### config.mk
export PLATFORM = sky130hd
export DESIGN_NAME = random_interval_press_injector_unit_flat
export DESIGN_NICKNAME = d
export VERILOG_FILES = /design/src/design/rip_pkg.sv /design/src/design/rip_if.sv /design/src/design/random_interval_press_injector_unit.sv /design/src/flat_wrapper.sv
export SDC_FILE = /design/constraint.sdc
export NUM_CORES = 1
export LEC_CHECK = 0
export BUFFER_PORTS_ARGS = -buffer_cell sky130_fd_sc_hd__clkbuf_2
export CORE_ASPECT_RATIO = 0.8
export CORE_UTILIZATION = 56
export CTS_CLUSTER_DIAMETER = 80
export DETAILED_ROUTE_END_ITERATION = 10
export PLACE_DENSITY = 0.78
export SYNTH_ARGS = -nofsm -noshare
export SYNTH_HDL_FRONTEND = slang
export SYNTH_SLANG_ARGS = --single-unit
### constraint.sdc
create_clock -name clk -period 8.75 [get_ports clk]
set_input_delay 0.875 -clock clk [delete_from_list [all_inputs] [get_ports clk]]
set_output_delay 0.875 -clock clk [all_outputs]
set_load 0.02 [all_outputs]
### src/design/rip_pkg.sv
package rip_pkg;

	localparam int CfgAw = 4;

	typedef logic [1:0]  phase_t;
	typedef logic [16:0] gap_t;

	localparam phase_t PH_WAIT = 2'd0;
	localparam phase_t PH_RUN  = 2'd1;
	localparam phase_t PH_HALT = 2'd2;

	localparam logic [1:0] RP_WARMUP  = 2'd0;
	localparam logic [1:0] RP_RUNNING = 2'd1;

	localparam logic [1:0] REG_ENABLE  = 2'd0;
	localparam logic [1:0] REG_SEED    = 2'd1;
	localparam logic [1:0] REG_GAP_MIN = 2'd2;
	localparam logic [1:0] REG_GAP_MAX = 2'd3;

	localparam int XsA = 13;
	localparam int XsB = 17;
	localparam int XsC = 5;

	function automatic logic [31:0] xs_next(input logic [31:0] x);
		logic [31:0] y;
		y = x ^ (x << XsA);
		y = y ^ (y >> XsB);
		y = y ^ (y << XsC);
		return y;
	endfunction

endpackage

### src/design/rip_if.sv
interface rip_in_if;
	logic       valid;
	logic       ready;
	logic [1:0] run_phase;

	modport source (output valid, output run_phase, input ready);
	modport sink   (input valid, input run_phase, output ready);
endinterface

interface rip_out_if;
	logic        valid;
	logic        ready;
	logic        press;
	logic [31:0] press_count;
	logic        halted;

	modport source (output valid, output press, output press_count, output halted, input ready);
	modport sink   (input valid, input press, input press_count, input halted, output ready);
endinterface

### src/design/random_interval_press_injector_unit.sv
// Random-interval press injector.
// in_ch carries one word per millisecond tick holding run_phase; out_ch returns
// one word per tick: press, the running press_count and halted.
// Registers sit on an APB port: enable at 0x0, seed at 0x4, gap_min at 0x8 and
// gap_max at 0xC; pready is tied high, writes land on the access cycle.
// A tick that needs no new gap passes through ST_OUT and is loaded into the
// output register once that register is free. A tick that draws a gap (the first
// running tick and every press) first runs a bit-serial modulo in ST_DIV, one
// dividend bit a cycle over all 32 bits, then passes through ST_OUT the same way.
// in_ch.ready is low from a taken tick until its result is in the output
// register, so no new tick is taken before the last one is placed.
// The output register parts the channels: a new tick is taken while a result
// waits; if out_ch stalls, the next result is held back in the sequencer and
// in_ch.ready stays low until the output register frees.
// Reset clears all registers and state: waiting phase, zero count, disabled.
module random_interval_press_injector_unit
	import rip_pkg::*;
(
	input  logic                clk,
	input  logic                arst_n,
	rip_in_if.sink              in_ch,
	rip_out_if.source           out_ch,
	input  logic                psel,
	input  logic                penable,
	input  logic                pwrite,
	input  logic [CfgAw-1:0]    paddr,
	input  logic [31:0]         pwdata,
	output logic [31:0]         prdata,
	output logic                pready
);

	localparam logic [1:0] ST_IDLE = 2'd0;
	localparam logic [1:0] ST_DIV  = 2'd1;
	localparam logic [1:0] ST_OUT  = 2'd2;

	logic        enable_q;
	logic [31:0] seed_q;
	logic [15:0] gap_min_q;
	logic [15:0] gap_max_q;

	logic [31:0] rng_q;
	gap_t        remaining_q;
	phase_t      phase_q;
	logic [31:0] injected_q;
	logic        press_q;

	logic [1:0]  st_q;
	logic [31:0] div_q;
	gap_t        rem_q;
	logic [4:0]  cnt_q;

	logic        ovalid_q;
	logic        opress_q;
	logic [31:0] ocount_q;
	logic        ohalt_q;

	logic [15:0] hi;
	gap_t        span;
	logic [17:0] trial;
	logic        ge;
	gap_t        rem_nx;
	gap_t        gap_sum;
	gap_t        gap_fin;
	gap_t        rem_dec;
	logic        accept;
	logic        cfg_wr;
	logic        out_free;
	logic [1:0]  rp;
	logic [31:0] draw_base;
	logic [31:0] draw_x;
	logic        press_nx;
	logic        go_div;

	assign pready   = 1'b1;
	assign cfg_wr   = psel && penable && pwrite;
	assign rp       = in_ch.run_phase;
	assign in_ch.ready = (st_q == ST_IDLE);
	assign accept   = in_ch.valid && in_ch.ready;
	assign out_free = !ovalid_q || out_ch.ready;

	assign hi      = (gap_max_q < gap_min_q) ? gap_min_q : gap_max_q;
	assign span    = {1'b0, hi} - {1'b0, gap_min_q} + 17'd1;
	assign trial   = {rem_q, div_q[31]};
	assign ge      = trial >= {1'b0, span};
	assign rem_nx  = ge ? 17'(trial - {1'b0, span}) : trial[16:0];
	assign gap_sum = {1'b0, gap_min_q} + rem_nx;
	assign gap_fin = (gap_sum == '0) ? 17'd1 : gap_sum;
	assign rem_dec = (remaining_q == '0) ? '0 : remaining_q - 17'd1;

	assign draw_base = (phase_q == PH_WAIT) ? (seed_q | 32'd1) : rng_q;
	assign draw_x    = xs_next(draw_base);

	assign press_nx = enable_q && (phase_q == PH_RUN) && (rp == RP_RUNNING)
		&& (rem_dec == '0);
	assign go_div   = press_nx || (enable_q && (phase_q == PH_WAIT) && (rp == RP_RUNNING));

	assign out_ch.valid       = ovalid_q;
	assign out_ch.press       = opress_q;
	assign out_ch.press_count = ocount_q;
	assign out_ch.halted      = ohalt_q;

	always_comb begin
		case (paddr[3:2])
			REG_ENABLE:  prdata = {31'd0, enable_q};
			REG_SEED:    prdata = seed_q;
			REG_GAP_MIN: prdata = {16'd0, gap_min_q};
			REG_GAP_MAX: prdata = {16'd0, gap_max_q};
			default:     prdata = '0;
		endcase
	end

	always_ff @(posedge clk or negedge arst_n) begin
		if (!arst_n) begin
			enable_q  <= 1'b0;
			seed_q    <= '0;
			gap_min_q <= '0;
			gap_max_q <= '0;
		end else if (cfg_wr) begin
			case (paddr[3:2])
				REG_ENABLE:  enable_q  <= pwdata[0];
				REG_SEED:    seed_q    <= pwdata;
				REG_GAP_MIN: gap_min_q <= pwdata[15:0];
				REG_GAP_MAX: gap_max_q <= pwdata[15:0];
				default:     ;
			endcase
		end
	end

	always_ff @(posedge clk or negedge arst_n) begin
		if (!arst_n) begin
			rng_q       <= '0;
			remaining_q <= '0;
			phase_q     <= PH_WAIT;
			injected_q  <= '0;
			press_q     <= 1'b0;
			st_q        <= ST_IDLE;
			div_q       <= '0;
			rem_q       <= '0;
			cnt_q       <= '0;
			ovalid_q    <= 1'b0;
			opress_q    <= 1'b0;
			ocount_q    <= '0;
			ohalt_q     <= 1'b0;
		end else begin
			if (ovalid_q && out_ch.ready && st_q != ST_OUT)
				ovalid_q <= 1'b0;
			case (st_q)
				ST_IDLE: begin
					if (accept) begin
						press_q <= press_nx;
						st_q    <= go_div ? ST_DIV : ST_OUT;
						if (enable_q) begin
							if (phase_q == PH_WAIT) begin
								if (rp == RP_RUNNING) begin
									phase_q <= PH_RUN;
									rng_q   <= draw_x;
									div_q   <= draw_x;
									rem_q   <= '0;
									cnt_q   <= '0;
								end else if (rp != RP_WARMUP) begin
									phase_q <= PH_HALT;
								end
							end else if (phase_q == PH_RUN) begin
								if (rp != RP_RUNNING) begin
									phase_q     <= PH_HALT;
									remaining_q <= '0;
								end else begin
									remaining_q <= rem_dec;
									if (rem_dec == '0) begin
										injected_q <= injected_q + 32'd1;
										rng_q      <= draw_x;
										div_q      <= draw_x;
										rem_q      <= '0;
										cnt_q      <= '0;
									end
								end
							end
						end
					end
				end
				ST_DIV: begin
					rem_q <= rem_nx;
					div_q <= {div_q[30:0], 1'b0};
					cnt_q <= cnt_q + 5'd1;
					if (cnt_q == 5'd31) begin
						remaining_q <= gap_fin;
						st_q        <= ST_OUT;
					end
				end
				ST_OUT: begin
					if (out_free) begin
						ovalid_q <= 1'b1;
						opress_q <= press_q;
						ocount_q <= injected_q;
						ohalt_q  <= (phase_q == PH_HALT);
						st_q     <= ST_IDLE;
					end
				end
				default: st_q <= ST_IDLE;
			endcase
		end
	end

	a_halt_sticks: assert property (@(posedge clk) disable iff (!arst_n)
		phase_q == PH_HALT |=> phase_q == PH_HALT)
		else $error("halted phase left");

	a_rem_below_span: assert property (@(posedge clk) disable iff (!arst_n)
		st_q == ST_DIV |-> rem_q < span)
		else $error("partial remainder not below span");

	a_gap_nonzero: assert property (@(posedge clk) disable iff (!arst_n)
		(st_q == ST_DIV && cnt_q == 5'd31) |=> remaining_q != '0)
		else $error("drawn gap is zero");

	a_out_loaded: assert property (@(posedge clk) disable iff (!arst_n)
		(st_q == ST_OUT && out_free) |=> (ovalid_q && st_q == ST_IDLE))
		else $error("result not loaded into output register");

	a_busy_after_accept: assert property (@(posedge clk) disable iff (!arst_n)
		accept |=> !in_ch.ready)
		else $error("new word taken before result was placed");

endmodule
### src/flat_wrapper.sv
// flat-port wrapper written by rule: the top's interface ports become plain ports
module random_interval_press_injector_unit_flat import rip_pkg::*;
  (clk, arst_n, psel, penable, pwrite, paddr, pwdata, prdata, pready, in_ch_valid, in_ch_run_phase, in_ch_ready, out_ch_valid, out_ch_press, out_ch_press_count, out_ch_halted, out_ch_ready);
  rip_in_if in_ch_i ();
  rip_out_if out_ch_i ();
  input  logic clk;
  input  logic arst_n;
  input  logic psel;
  input  logic penable;
  input  logic pwrite;
  input  logic [CfgAw-1:0] paddr;
  input  logic [31:0] pwdata;
  output logic [31:0] prdata;
  output logic pready;
  input wire logic [$bits(in_ch_i.valid)-1:0] in_ch_valid;
  input wire logic [$bits(in_ch_i.run_phase)-1:0] in_ch_run_phase;
  output wire logic [$bits(in_ch_i.ready)-1:0] in_ch_ready;
  output wire logic [$bits(out_ch_i.valid)-1:0] out_ch_valid;
  output wire logic [$bits(out_ch_i.press)-1:0] out_ch_press;
  output wire logic [$bits(out_ch_i.press_count)-1:0] out_ch_press_count;
  output wire logic [$bits(out_ch_i.halted)-1:0] out_ch_halted;
  input wire logic [$bits(out_ch_i.ready)-1:0] out_ch_ready;
  assign in_ch_i.valid = in_ch_valid;
  assign in_ch_i.run_phase = in_ch_run_phase;
  assign in_ch_ready = in_ch_i.ready;
  assign out_ch_valid = out_ch_i.valid;
  assign out_ch_press = out_ch_i.press;
  assign out_ch_press_count = out_ch_i.press_count;
  assign out_ch_halted = out_ch_i.halted;
  assign out_ch_i.ready = out_ch_ready;
  random_interval_press_injector_unit u_core (.clk(clk), .arst_n(arst_n), .in_ch(in_ch_i), .out_ch(out_ch_i), .psel(psel), .penable(penable), .pwrite(pwrite), .paddr(paddr), .pwdata(pwdata), .prdata(prdata), .pready(pready));
endmodule
==> flow_summary.yaml <==
outcome:
  outcome: "completed"
setup_path:
  worst_setup_path_end_kind: "flip-flop"
  slowest_delay_ps: 420
  crit_fanout: 6
  worstPathRequired_ps: 9170
  r2r-start: "u_core.gap_min_q[1]"
  critPathKind: "reg -> reg"
  rr_endpoint: "u_core.remaining_q[16]"
  cp_top_family: "compound AO/OA/AOI/OAI gates"
  regToRegSetupSlack_ps: 420
  crit_path_start_kind: "flip-flop"
  worstPathArrival_ps: 8750
  cp_slowest_cell: "fa_2"
  path_buf_inv: 3
  worstRegToRegCells: 41
global_route:
  grt_pass1_wl_mm: 62.2
  overflow: 0
  grt_max_degree: 123
  grtUsageTotal_pct: 27.4
  grt_pass1_vias: 11800
  antenna_found_initial: 0
timing:
  fin_tns_setup_ps: 0
  hold_viol: 0
  fin_crit_ps: 8330
  clock_skew_ps: 13.5
  setup_viol: 0
  worst_slew_pin_slew_ps: 1070
  period_share_pct: 95.2
  maxSlewHeadroom_pct: 28.6
  drv_slew: 0
  max_freq_mhz: 120
  holdWs_ps: 410
yosys:
  synthesis.area_mm2: 0.0154
  synth_cell_types: 74
  synthCells: 1571
  synth_edf_count: 0
  synth_nets: 1704
  ys_warn_count: 0
  syn_area_per_cell_um2: 9.82
  ys_seq_elements: 240
  async_reset_ff_share_pct: 100
  synthFlopType: "dfrtp_1"
  seq_area_frac_synth_pct: 38.9
cts:
  numCtsBuffers: 26
  htree_levels: 1
  clk_pin_slew_worst_paths_ps: 60
  cts_tree: "done"
  ctsHoldBuffers: 0
  cts.sinks: 240
  cts_root_buf: "clkbuf_16"
  clk_path_buf_depth: 3
  insertion_delay_ps: 530
floorplanning:
  placeableCoreArea_mm2: 0.0267
  rows: 53
  die_y_um: 150
  start_util_pct: 57.9
  die-area_mm2: 0.0282
  io_pins: 114
  die_x_um: 188
detailed_routing:
  drt-wirelength-per-cell_um: 19.0
  routed_wl_mm: 38.8
  drc: 0
  ant_nets: 0
  vias: 12400
  vias_per_cell: 6.07
  firstDrtPassIters: 6
  drt_iter0_drc: 1064
job:
  max_cap_viol_count: 0
placement:
  portBuffers: 110
  dpl_cell_area_mm2: 0.0163
  hpwl_mm: 27.6
  routabilityCongestion: 0.919
finish:
  post-route-cell-area_mm2: 0.0176
  antenna_cells: 0
  area_delta_synth_final_pct: 14.1
  drive_gt1_share_pct: 23.3
  most-common-layout-cells: "dfrtp_1 (240), nand2_1 (160), mux2_2 (139)"
  fillCellCount: 2147
  mostFrequentLayoutCell: "dfrtp_1"
  fin_nets: 1802
hold_path:
  hp-class: "in -> async"
[final cells by class]
class / count / area [um2] / area share (%)
Timing Repair Buffer: 150 / 868 / 4.94
Tap cell: 357 / 447 / 2.54
Inverter: 49 / 184 / 1.05
Sequential cell: 240 / 6010 / 34.1
Clock buffer: 35 / 766 / 4.35
Multi-Input combinational cell: 1202 / 9180 / 52.2
Clock inverter: 12 / 143 / 0.811
[timing repair]
item                                    in CTS  in global routing
hold endpoints to repair                     0                  0
cloned                                       0                  1
pin swaps                                    0                 26
gates resized for setup                      6                 60
endpoints found under the setup margin       3                 12
buffers inserted                             0                  7
[through the flow]
stage               cells  util, %  worst slack, ps
floorplan            1571        -              264
global placement     1990     61.3              123
detailed placement   1990     61.3             -118
CTS                  2037     64.8             29.0
global route         2045     66.0            -9.42
finish               2045     66.0              418
[worst max path at each step]
stage                              start                     end  slack [ps]  cells past startpoint
CTS                 u_core.gap_min_q[10]  u_core.remaining_q[16]          30                     43
detailed placement  u_core.gap_max_q[10]   u_core.remaining_q[0]        -120                     39
global route         u_core.gap_min_q[1]   u_core.remaining_q[0]          -9                     39
finish               u_core.gap_min_q[1]  u_core.remaining_q[16]         420                     41
floorplan           u_core.gap_min_q[10]  u_core.remaining_q[16]         260                     47
global placement    u_core.gap_min_q[10]  u_core.remaining_q[15]         120                     40
[kinds of logic after synthesis]
family	count (synthesis)	share of synthesized area, %
other	1	0.0243
AOI/OAI and AO/OA	328	13.6
DFF	240	38.9
xor gates and xnor gates	158	8.97
adders and majority gates	88	7.28
buffers and inverters	130	3.47
muxes	189	13.5
and+or+nand+nor	437	14.2
[sequential cells by signal, summed over array words and instances, names as in the netlist, 5 cells and up]
register and flops:
u_core.cnt_q 5, u_core.div_q 32, u_core.gap_max_q 16, u_core.gap_min_q 16
u_core.injected_q 32, u_core.out_ch.press_count 32, u_core.rem_q 17, u_core.remaining_q 17
u_core.rng_q 32, u_core.seed_q 32
[synthesized netlist by cell type, drive strengths merged (9+ instances only)]
| library cell | n | area [um2] |
|---|---|---|
| dfrtp | 240 | 6010 |
| nand2 | 162 | 608 |
| mux2 | 140 | 1580 |
| o21ai | 132 | 661 |
| xnor2 | 94 | 823 |
| ha | 85 | 1060 |
| nor2 | 66 | 248 |
| clkbuf | 64 | 240 |
| xor2 | 64 | 561 |
| a21oi | 53 | 265 |
| inv | 49 | 184 |
| mux2i | 48 | 480 |
| nand3 | 38 | 190 |
| nand2b | 31 | 194 |
| nand4 | 27 | 169 |
| nor3 | 26 | 151 |
| and2 | 22 | 138 |
| a21o | 20 | 150 |
| a22o | 20 | 175 |
| buf | 17 | 111 |
| o311ai | 17 | 149 |
| o311a | 16 | 160 |
| a31oi | 12 | 81.3 |
| and3 | 12 | 75.1 |
| nor4 | 12 | 111 |
| nor2b | 9 | 56.3 |
| o22ai | 9 | 56.3 |
[metal layers]
metal  vias to the layer above  track usage [%]  wire length (um)
met3                        63             3.68              2570
li1                       5828                -                 -
met2                       491             41.4             16700
met1                      6032             41.1             18500
met5                         -                0                 0
met4                         0             7.36              1040
Power is left out: the tool's default activity adds up to more than one toggle a clock period on the data nets, which glitch-free logic cannot reach.
